**config.mk**
```make
export PLATFORM = sky130hd
export DESIGN_NAME = door_mode_controller
export DESIGN_NICKNAME = d
export VERILOG_FILES = /design/src/rtl/dmc_pkg.sv /design/src/rtl/door_mode_controller.sv
export VERILOG_INCLUDE_DIRS = /design/src /design/src/rtl
export SDC_FILE = /design/constraint.sdc
export NUM_CORES = 1
export LEC_CHECK = 0
export BUFFER_PORTS_ARGS = -buffer_cell sky130_fd_sc_hd__buf_2
export CORE_ASPECT_RATIO = 2
export CORE_MARGIN = 3
export CORE_UTILIZATION = 25
export CTS_BUF_LIST = sky130_fd_sc_hd__clkbuf_8
export CTS_CLUSTER_DIAMETER = 30
export DETAILED_ROUTE_END_ITERATION = 8
export PLACE_DENSITY = 0.45
export SYNTH_ARGS = -nofsm -noshare
export SYNTH_HDL_FRONTEND = slang
export SYNTH_SLANG_ARGS = --single-unit
```
**constraint.sdc**
```tcl
create_clock -name aclk -period 3.3 [get_ports aclk]
set_clock_uncertainty 0.2 [all_clocks]
set_input_delay 0.33 -clock aclk [delete_from_list [all_inputs] [get_ports aclk]]
set_output_delay 0.33 -clock aclk [all_outputs]
set_load 0.01 [all_outputs]
```
**src/rtl/door_mode_controller_defines.svh**
```systemverilog
// Assertion macros shared by the door controller RTL.
// Each macro takes a label, a property expression and a message string.
`ifndef DOOR_MODE_CONTROLLER_DEFINES_SVH
`define DOOR_MODE_CONTROLLER_DEFINES_SVH

`ifndef SYNTHESIS

// Checked on every rising edge of aclk while the block is out of reset.
`define DMC_ASSERT(label, prop, msg) \
    label: assert property (@(posedge aclk) disable iff (!aresetn) (prop)) \
        else $error(msg);

// Checked on every rising edge of aclk, reset included.
`define DMC_ASSERT_ALWAYS(label, prop, msg) \
    label: assert property (@(posedge aclk) (prop)) else $error(msg);

`else

`define DMC_ASSERT(label, prop, msg)
`define DMC_ASSERT_ALWAYS(label, prop, msg)

`endif

`endif

```
**src/rtl/dmc_pkg.sv**
```systemverilog
package dmc_pkg;

    // Widths of the sample word, the result fields and the registers.
    localparam int SAMPLE_W = 11;
    localparam int DRIVE_W  = 3;
    localparam int PHASE_W  = 3;
    localparam int CFG_W    = 8;
    localparam int CFG_IDX_W = 1;
    localparam int S_TDATA_W = 16;
    localparam int M_TDATA_W = 8;

    // Default width of the hold counter.
    localparam int HOLD_WIDTH_DEF = 8;

    // Configuration register indexes.
    localparam logic [CFG_IDX_W-1:0] REG_HOLD_SAMPLES = 1'd0;
    localparam logic [CFG_IDX_W-1:0] REG_SIM_MODE     = 1'd1;

    // Register reset values.
    localparam logic [CFG_W-1:0] HOLD_SAMPLES_RST = 8'd67;

    // Phase codes.
    localparam logic [PHASE_W-1:0] PH_IDLE  = 3'd0;
    localparam logic [PHASE_W-1:0] PH_OPEN  = 3'd1;
    localparam logic [PHASE_W-1:0] PH_HOLD  = 3'd2;
    localparam logic [PHASE_W-1:0] PH_EXTRA = 3'd3;
    localparam logic [PHASE_W-1:0] PH_CLOSE = 3'd4;

    // Motor drive codes.
    localparam logic [DRIVE_W-1:0] DRV_REST  = 3'd0;
    localparam logic [DRIVE_W-1:0] DRV_OPEN  = 3'd1;
    localparam logic [DRIVE_W-1:0] DRV_CLOSE = 3'd6;

    // Bit positions in the sample word.
    localparam int B_S1 = 0;
    localparam int B_S2 = 1;
    localparam int B_E1 = 2;
    localparam int B_E2 = 3;
    localparam int B_X1 = 4;
    localparam int B_X2 = 5;
    localparam int B_X3 = 6;
    localparam int B_SENSOR_LO = 7;
    localparam int B_SENSOR_HI = 10;

    // Any of the four active-low sensors asserted.
    function automatic logic any_sensor_low(input logic [SAMPLE_W-1:0] s);
        return ~&s[B_SENSOR_HI:B_SENSOR_LO];
    endfunction

    // Both closed-limit inputs high means the door is not closed.
    function automatic logic door_not_closed(input logic [SAMPLE_W-1:0] s);
        return s[B_X2] & s[B_X3];
    endfunction

endpackage

```
**src/rtl/door_mode_controller.sv**
```systemverilog
// Channel   Dir  Payload (tdata, lowest bit first)
// s_axis    in   sample_word[10:0], zero fill to 16 bits
// m_axis    out  drive_code[2:0], halted[0], phase[2:0], zero fill to 8 bits
// cfg       in   cfg_we, cfg_addr (0 hold_samples, 1 sim_mode), cfg_wdata[7:0]
//
// One sample beat is taken per cycle unless the output side stalls; its result appears
// in the output register on the next cycle.
// The next-state logic and the output register set the rate of one beat a cycle.
// A new beat is taken while the output register is empty or being drained.
// aresetn is synchronous and active low; it resets the state, the configuration registers and the output valid flag.
`include "door_mode_controller_defines.svh"

module door_mode_controller
    import dmc_pkg::*;
#(
    parameter int HOLD_WIDTH = HOLD_WIDTH_DEF
) (
    input  logic                 aclk,
    input  logic                 aresetn,
    // Sample input stream.
    input  logic                 s_tvalid,
    output logic                 s_tready,
    input  logic [S_TDATA_W-1:0] s_tdata,   // sample_word[10:0]
    // Result stream.
    output logic                 m_tvalid,
    input  logic                 m_tready,
    output logic [M_TDATA_W-1:0] m_tdata,   // drive_code[2:0], halted, phase[2:0]
    // Configuration write port.
    input  logic                 cfg_we,
    input  logic [CFG_IDX_W-1:0] cfg_addr,
    input  logic [CFG_W-1:0]     cfg_wdata
);

    // Width that holds both the register value and the counter maximum.
    localparam int CMP_W = (HOLD_WIDTH > CFG_W) ? HOLD_WIDTH : CFG_W;
    localparam logic [CMP_W-1:0] CNT_MAX = CMP_W'((64'd1 << HOLD_WIDTH) - 64'd1);

    // Configuration registers.
    logic [CFG_W-1:0] hold_samples_reg;
    logic             sim_mode_reg;

    // Controller state.
    logic [PHASE_W-1:0]    phase_reg, phase_next;
    logic                  mode_auto_reg, mode_auto_next;
    logic [HOLD_WIDTH-1:0] hold_count_reg, hold_count_next;
    logic                  stopped_reg, stopped_next;
    logic [DRIVE_W-1:0]    drive_reg, drive_next;

    // Output register.
    logic                 m_valid_reg;
    logic [M_TDATA_W-1:0] m_data_reg;

    logic                  accept;
    logic [SAMPLE_W-1:0]   s;
    logic [CMP_W-1:0]      lim_wide;
    logic [HOLD_WIDTH-1:0] limit;
    logic [HOLD_WIDTH-1:0] cnt_inc;
    logic                  cnt_done;
    logic [PHASE_W-1:0]    open_phase, close_phase;
    logic [DRIVE_W-1:0]    open_drive, close_drive;
    logic                  close_to_open;
    logic                  reopen_req;
    logic                  hold_req;

    assign s_tready = !m_valid_reg || m_tready;
    assign accept   = s_tvalid && s_tready;
    assign s        = s_tdata[SAMPLE_W-1:0];

    // Interval limit: a zero register counts as one, and it saturates at the counter maximum.
    always_comb begin
        lim_wide = (hold_samples_reg == '0) ? CMP_W'(1) : CMP_W'(hold_samples_reg);
        if (lim_wide > CNT_MAX) begin
            lim_wide = CNT_MAX;
        end
        limit = lim_wide[HOLD_WIDTH-1:0];
    end

    assign cnt_inc  = hold_count_reg + HOLD_WIDTH'(1);
    assign cnt_done = cnt_inc >= limit;

    // Opening goes straight to holding when the door is already fully open.
    assign open_phase = s[B_X1] ? PH_OPEN : PH_HOLD;
    assign open_drive = s[B_X1] ? DRV_OPEN : DRV_REST;

    // Requests that depend on the mode.
    assign reopen_req = mode_auto_reg ? any_sensor_low(s) : !s[B_E1];
    assign hold_req   = mode_auto_reg ? any_sensor_low(s) : s[B_E2];

    // Close step: keep closing, reopen on a request, or rest once closed.
    always_comb begin
        close_to_open = 1'b0;
        close_phase   = PH_IDLE;
        close_drive   = DRV_REST;
        if (door_not_closed(s)) begin
            if (reopen_req) begin
                close_to_open = 1'b1;
                close_phase   = open_phase;
                close_drive   = open_drive;
            end else begin
                close_phase = PH_CLOSE;
                close_drive = DRV_CLOSE;
            end
        end
    end

    // Next-state logic for one sample.
    always_comb begin
        phase_next      = phase_reg;
        mode_auto_next  = mode_auto_reg;
        hold_count_next = hold_count_reg;
        stopped_next    = stopped_reg;
        drive_next      = drive_reg;
        if (!stopped_reg) begin
            case (phase_reg)
                PH_OPEN: begin
                    if (s[B_X1]) begin
                        drive_next = DRV_OPEN;
                    end else begin
                        drive_next      = DRV_REST;
                        phase_next      = PH_HOLD;
                        hold_count_next = '0;
                    end
                end
                PH_HOLD: begin
                    hold_count_next = cnt_inc;
                    if (cnt_done) begin
                        if (hold_req) begin
                            drive_next      = DRV_REST;
                            phase_next      = PH_HOLD;
                            hold_count_next = '0;
                        end else if (mode_auto_reg) begin
                            phase_next      = PH_EXTRA;
                            hold_count_next = '0;
                        end else begin
                            phase_next = close_phase;
                            drive_next = close_drive;
                            if (close_to_open && !s[B_X1]) begin
                                hold_count_next = '0;
                            end
                        end
                    end
                end
                PH_EXTRA: begin
                    hold_count_next = cnt_inc;
                    if (cnt_done) begin
                        phase_next = close_phase;
                        drive_next = close_drive;
                        if (close_to_open && !s[B_X1]) begin
                            hold_count_next = '0;
                        end
                    end
                end
                PH_CLOSE: begin
                    phase_next = close_phase;
                    drive_next = close_drive;
                    if (close_to_open && !s[B_X1]) begin
                        hold_count_next = '0;
                    end
                end
                default: begin
                    // Idle: decode the mode switches.
                    phase_next = PH_IDLE;
                    if (s[B_S1] && s[B_S2]) begin
                        drive_next = DRV_REST;
                    end else if (s[B_S1]) begin
                        // Repair mode leaves everything as it is.
                    end else if (door_not_closed(s) && !sim_mode_reg) begin
                        stopped_next = 1'b1;
                    end else if (s[B_S2]) begin
                        mode_auto_next = 1'b0;
                        if (!s[B_E1]) begin
                            phase_next = open_phase;
                            drive_next = open_drive;
                            if (!s[B_X1]) begin
                                hold_count_next = '0;
                            end
                        end
                    end else begin
                        mode_auto_next = 1'b1;
                        if (any_sensor_low(s)) begin
                            phase_next = open_phase;
                            drive_next = open_drive;
                            if (!s[B_X1]) begin
                                hold_count_next = '0;
                            end
                        end
                    end
                end
            endcase
        end
    end

    // Configuration writes.
    always_ff @(posedge aclk) begin
        if (!aresetn) begin
            hold_samples_reg <= HOLD_SAMPLES_RST;
            sim_mode_reg     <= 1'b0;
        end else if (cfg_we) begin
            case (cfg_addr)
                REG_HOLD_SAMPLES: hold_samples_reg <= cfg_wdata;
                REG_SIM_MODE:     sim_mode_reg     <= cfg_wdata[0];
                default: ;
            endcase
        end
    end

    // State update on each accepted beat.
    always_ff @(posedge aclk) begin
        if (!aresetn) begin
            phase_reg      <= PH_IDLE;
            mode_auto_reg  <= 1'b0;
            hold_count_reg <= '0;
            stopped_reg    <= 1'b0;
            drive_reg      <= DRV_REST;
        end else if (accept) begin
            phase_reg      <= phase_next;
            mode_auto_reg  <= mode_auto_next;
            hold_count_reg <= hold_count_next;
            stopped_reg    <= stopped_next;
            drive_reg      <= drive_next;
        end
    end

    // Output register valid flag.
    always_ff @(posedge aclk) begin
        if (!aresetn) begin
            m_valid_reg <= 1'b0;
        end else if (accept) begin
            m_valid_reg <= 1'b1;
        end else if (m_tready) begin
            m_valid_reg <= 1'b0;
        end
    end

    // Output payload: a halted controller reports the idle phase.
    always_ff @(posedge aclk) begin
        if (accept) begin
            m_data_reg <= {1'b0,
                           stopped_next ? PH_IDLE : phase_next,
                           stopped_next,
                           drive_next};
        end
    end

    assign m_tvalid = m_valid_reg;
    assign m_tdata  = m_data_reg;

    // Once halted, the controller never resumes.
    `DMC_ASSERT(a_halt_sticky, stopped_reg |=> stopped_reg, "halted state was left")

    // A halted result always reports the idle phase.
    `DMC_ASSERT(a_halt_phase, (m_tvalid && m_tdata[3]) |-> (m_tdata[6:4] == PH_IDLE),
        "halted result with a non-idle phase")

    // The close drive is only shown while closing.
    `DMC_ASSERT(a_close_drive, (m_tvalid && !m_tdata[3] && m_tdata[2:0] == DRV_CLOSE)
        |-> (m_tdata[6:4] == PH_CLOSE), "close drive outside the closing phase")

    // Every accepted sample produces a result on the next cycle.
    `DMC_ASSERT(a_result_follows, accept |=> m_tvalid, "accepted beat gave no result")

endmodule

```
Word level (Yosys, flattened, before mapping)
Cells that the tools add are included.
{"block": "totals", "regBits": 33, "input_bits": 30, "word_cells": 107, "output_inout_bits": 10}
{"block": "op_classes", "muxes": 59, "reduce_logical": 18, "n_eq_ne": 10, "bitwise": 7, "order_cmp": 2, "n_addsub": 1}
{"cell": "8-bit 2-to-1 mux", "n": 15}
{"cell": "3-bit 2-to-1 mux", "n": 25}
{"cell": "8-bit one-hot mux with 4 select lines", "n": 1}
{"cell": "3-bit one-hot mux with 4 select lines", "n": 2}
{"cell": "5-bit by 1-bit inequality test with 1-bit output, second input constant", "n": 3}
{"cell": "1-bit 2-to-1 mux", "n": 13}
{"cell": "6-bit by 2-bit inequality test with 1-bit output, second input constant", "n": 2}
{"cell": "8-bit by 1-bit adder with 8-bit output, second input constant", "n": 1}
{"cell": "8-bit >= comparator", "n": 1}
{"cell": "8-bit > comparator, second input constant", "n": 1}
{"cell": "8-bit logical NOT", "n": 1}
{"cell": "8-bit AND reduction", "n": 1}
{"cell": "3-bit by 2-bit equality test with 1-bit output, second input constant", "n": 2}
{"cell": "2-bit 2-to-1 mux", "n": 3}
{"cell": "1-bit NOT", "n": 6}
{"cell": "6-bit AND reduction", "n": 1}
{"cell": "1-bit logical NOT", "n": 5}
{"cell": "1-bit logical AND", "n": 4}
{"cell": "2-bit AND reduction", "n": 2}
{"cell": "4-bit AND reduction", "n": 1}
{"cell": "4-bit OR reduction", "n": 1}
{"cell": "3-bit by 1-bit equality test with 1-bit output, second input constant", "n": 1}
{"cell": "3-bit equality test, second input constant", "n": 1}
{"cell": "2-bit inequality test, second input constant", "n": 1}
{"cell": "other kinds (3)", "n": 3}

Logic depth before layout (Yosys ltp)
{"block": "depth", "word_depth": 11, "ltp_mapped": 11, "mapped_depth_nobuf": 11}

Worst setup path before layout
OpenSTA, ideal clock, no wires.
{"block": "synth_timing", "path_kind": "register to register", "from": "reg hold_count_reg[0]", "to": "reg hold_count_reg[2]", "setup_ps": 122, "required_time_ps": 2978, "path_slack_ps": 510, "synth_period_minus_slack_ps": 2790, "path_buffers": 0, "t_arrival_ps": 2469, "path_stages_with_launch": 12, "path_cell_list": "dfxtp_1 -> and3_1 -> nand3_1 -> nor2_1 -> xor2_1 -> ha_1 -> and4_1 -> o21ai_0 -> o221ai_2 -> a211oi_2 -> and4b_1 -> a221o_1"}
{"block": "synth_via", "elab_chain_len": 6, "elab_cells_between_ends": 8}
{"element": "from (decl)", "line_no": "door_mode_controller.sv:45", "text": "logic [HOLD_WIDTH-1:0] hold_count_reg, hold_count_next;"}
{"element": "from (signal assigned)", "line_no": "door_mode_controller.sv:218", "text": "hold_count_reg <= hold_count_next;"}
{"element": "8-bit by 1-bit adder with 8-bit output *", "line_no": "door_mode_controller.sv:78", "text": "assign cnt_inc = hold_count_reg + HOLD_WIDTH'(1);"}
{"element": "branches (longest 4 deep; another with 8-bit >= comparator)"}
{"element": "8-bit one-hot mux with 4 select lines *", "line_no": "door_mode_controller.sv:114", "text": "case (phase_reg)"}
Mark *: on every way between the ends.
A chain may end at the register's enable or synchronous reset.

Final worst setup path
Same ends and word-level chain as after synthesis.

==> results.json <==
{
  "hold_violations": 0,
  "clockRootBuffer": "clkbuf_8",
  "dr.pass1.iters": 4,
  "r2r_setup_slack_ps": 280,
  "cts.path.max_buffers": 2,
  "multi_input_area_sq_um": 1220,
  "numClockSinks": 33,
  "numCtsBuffers": 5,
  "synth_top_flop_cell": "dfxtp_1",
  "grt_use_total_pct": 14.3,
  "synthArstFlopShare_pct": 0,
  "syn_area_sq_um": 2040,
  "placed_cell_area_sq_um": 2340,
  "area_delta_synth_final_pct": 20.9,
  "place_hpwl_mm": 5.11,
  "cp_max_fo": 10,
  "n_fill_cell": 880,
  "syn_inst": 246,
  "tightest_slew_ps": 791,
  "drc": 0,
  "met2_wirelength_mm": 3.71,
  "grt-ovfl-total": 0,
  "cts_tree": "done",
  "fin_crit_sh_pct": 91.5,
  "antenna_left": 0,
  "tns_ps": 0,
  "min_path_type": "input port to register",
  "vias": 2004,
  "leakagePower_nw": 1.02,
  "start_kind": "register",
  "wl_met1_mm": 2.08,
  "num_rows": 46,
  "worst_setup_path_end_kind": "register",
  "final_area_sq_um": 2460,
  "report.final.slew_viol_count": 0,
  "start_util_pct": 25.7,
  "finalSetupViolations": 0,
  "critPathCapture": "hold_count_reg[2]",
  "htreeDepth": 2,
  "yosysWarnings": 0,
  "avgViaCountPerCell": 5.26,
  "coreArea_sq_um": 7940,
  "place_congestion": 0.875,
  "rr_worst_depth": 12,
  "yosysTopAreaCell": "dfxtp_1",
  "cts.clk_slew.worst_paths_ps": 70,
  "synth_top_area_share_pct": 25.5,
  "yosysUniqueCellTypes": 58,
  "first_iter_violations": 74,
  "grt_pass1_wl_mm": 10.2,
  "yosys_register_bits": 33,
  "power_density_nw_per_um2": 403,
  "clock_latency_ps": 290,
  "antenna_found_initial": 0,
  "rsz0062_at_grt": "false",
  "synth_fp_nets": 285,
  "synth-seq-area-share_pct": 35.8,
  "cts_hold_buf": 0,
  "cp.required_ps": 3280,
  "drive_gt1_share_pct": 19.6,
  "fin_crit_ps": 3020,
  "io_pins": 40,
  "seq_area_sq_um": 732,
  "arrival_ps": 3000,
  "port_buffers": 33,
  "ir_drop_mv": 0.215,
  "timing.rr.end": "hold_count_reg[2]",
  "drv_cap": 0,
  "synth_edf_count": 7,
  "synth.area.top_cells": "dfxtp_1, edfxtp_1, nand2_1",
  "n_antenna_cell": 0,
  "status": "finished clean",
  "wl_met3_um": 172,
  "finalNetCount": 323,
  "crit_path_start": "hold_count_reg[0]",
  "worstSetupPathType": "register to register",
  "die_h_um": 134,
  "avgSynthCellArea_sq_um": 8.29,
  "timing.fmax_mhz": 331,
  "die_w_um": 69.9,
  "top_layer": "met4",
  "r2r_start": "hold_count_reg[0]",
  "wl_per_cell_um": 16.8,
  "grt_max_degree": 13,
  "die-area_sq_um": 9340,
  "grt_pass1_vias": 2055,
  "wl_mm": 6.41,
  "relSlewSlack_pct": 47.2
}
## critical path, cell delays in order, from the launching register on
cell and delay, ps:
dfxtp_2 380, and3_1 160, nand3_1 140, nor2_1 180, xor2_1 100, ha_1 320
and4_1 180, o21ai_0 90, o221ai_2 380, a211oi_2 160, buf_12 170, and4b_1 190
a221o_1 240
## Yosys cell counts, types with 2 or more instances
master    instances
nor2b_1           4
clkbuf_1          4
a21oi_1          23
clkinv_1          2
ha_1              9
buf_2             3
edfxtp_1          7
o31ai_1           4
xor2_1            3
and3_1            2
a22oi_1           4
o31a_1            2
nand3_1          12
o211a_1           2
nand4_1           4
a32o_1            5
nor3_1            4
a211o_1           3
a31oi_1           4
and2_1            3
buf_4             2
inv_1            12
nand2b_1          6
nor4_1            3
xnor2_1           3
nor2_1           10
o211ai_1          2
o21ai_0          14
dfxtp_1          26
nand2_1          36
## metrics by stage
step | setup WS [ps] | instances | hold slack, ps | power (mW) | util (%)
final | 280 | 381 | 76.5 | 0.994 | 31.0
after global routing | 11.4 | 381 | 79.1 | 1.04 | 31.0
after CTS | 105 | 380 | 68.0 | 1.01 | 30.8
after detailed placement | 120 | 372 | 252 | 0.622 | 29.4
after global placement | 185 | 372 | 248 | 0.620 | 29.4
after floorplan | 510 | 246 | 232 | 0.555 | -
## placed cells by master (no fill, tap or decap), types with 2 or more instances in the layout
cell type  synthesis  layout
nand2b_1           6       6
a32o_1             5       5
nand4_1            4       4
dfxtp_1           26      25
edfxtp_1           7       7
o31ai_1            4       4
and3_1             2       2
clkinv_1           2       3
o211ai_1           2       2
a211o_1            3       3
buf_4              2       6
o21ai_0           14      13
o211a_1            2       2
a31oi_1            4       3
a22oi_1            4       4
o31a_1             2       2
ha_1               9       9
clkbuf_8           0       5
nor2_1            10      10
nor4_1             3       3
and2_1             3       3
nand2_1           36      36
nor3_1             4       4
buf_2              3      33
xor2_1             3       3
nand3_1           12      12
nor2b_1            4       4
xnor2_1            3       3
a21oi_1           23      23
inv_1             12      13
## per-layer routing
metal,track usage (%),vias up
li1,-,995
met1,12.0,937
met2,28.9,48
met3,2.11,24
met4,10.2,0
met5,0,-
## power breakdown
part / switching, mW / internal [mW] / leakage, nW
registers: 0.0158 / 0.431 / 0.283
logic: 0.107 / 0.0626 / 0.677
clock network: 0.158 / 0.220 / 0.0570
total: 0.281 / 0.713 / 1.02
## logic make-up (layout without fill, tap and decap cells)
family | after synthesis | after routing | synth area share, %
AOI/OAI and AO/OA | 80 | 80 | 27.9
xor gates and xnor gates | 6 | 6 | 2.58
adders and majority gates | 9 | 9 | 5.52
buffers and inverters | 23 | 62 | 4.78
DFF | 33 | 33 | 35.8
other | 1 | 1 | 0.184
and+or+nand+nor | 94 | 94 | 23.2
## repair_timing
| action | 4_1_cts | 5_1_grt |
|---|---|---|
| buffers inserted | 0 | 1 |
| endpoints found under the setup margin | 0 | 8 |
| resized for setup | 0 | 5 |
## layout make-up
class	instances	area share (%)
well taps	96	4.87
clock inverters	3	1.52
repair buffers	40	9.34
multi-input cells	190	49.6
clock buffers	5	2.79
flip-flops and latches	33	29.7
inverters	14	2.13
## worst min-delay path by stage
stage	startpoint	endpoint	slack, ps	depth (start not counted)
global route	cfg_wdata[2]	hold_samples_reg[2]	80	3
global placement	sim_mode_reg	sim_mode_reg	250	2
CTS	cfg_wdata[5]	hold_samples_reg[5]	70	3
floorplan	sim_mode_reg	sim_mode_reg	230	2
detailed placement	hold_samples_reg[2]	hold_samples_reg[2]	250	2
finish	cfg_wdata[6]	hold_samples_reg[6]	80	3
No activity file was read; power rests on OpenSTA's default activity.
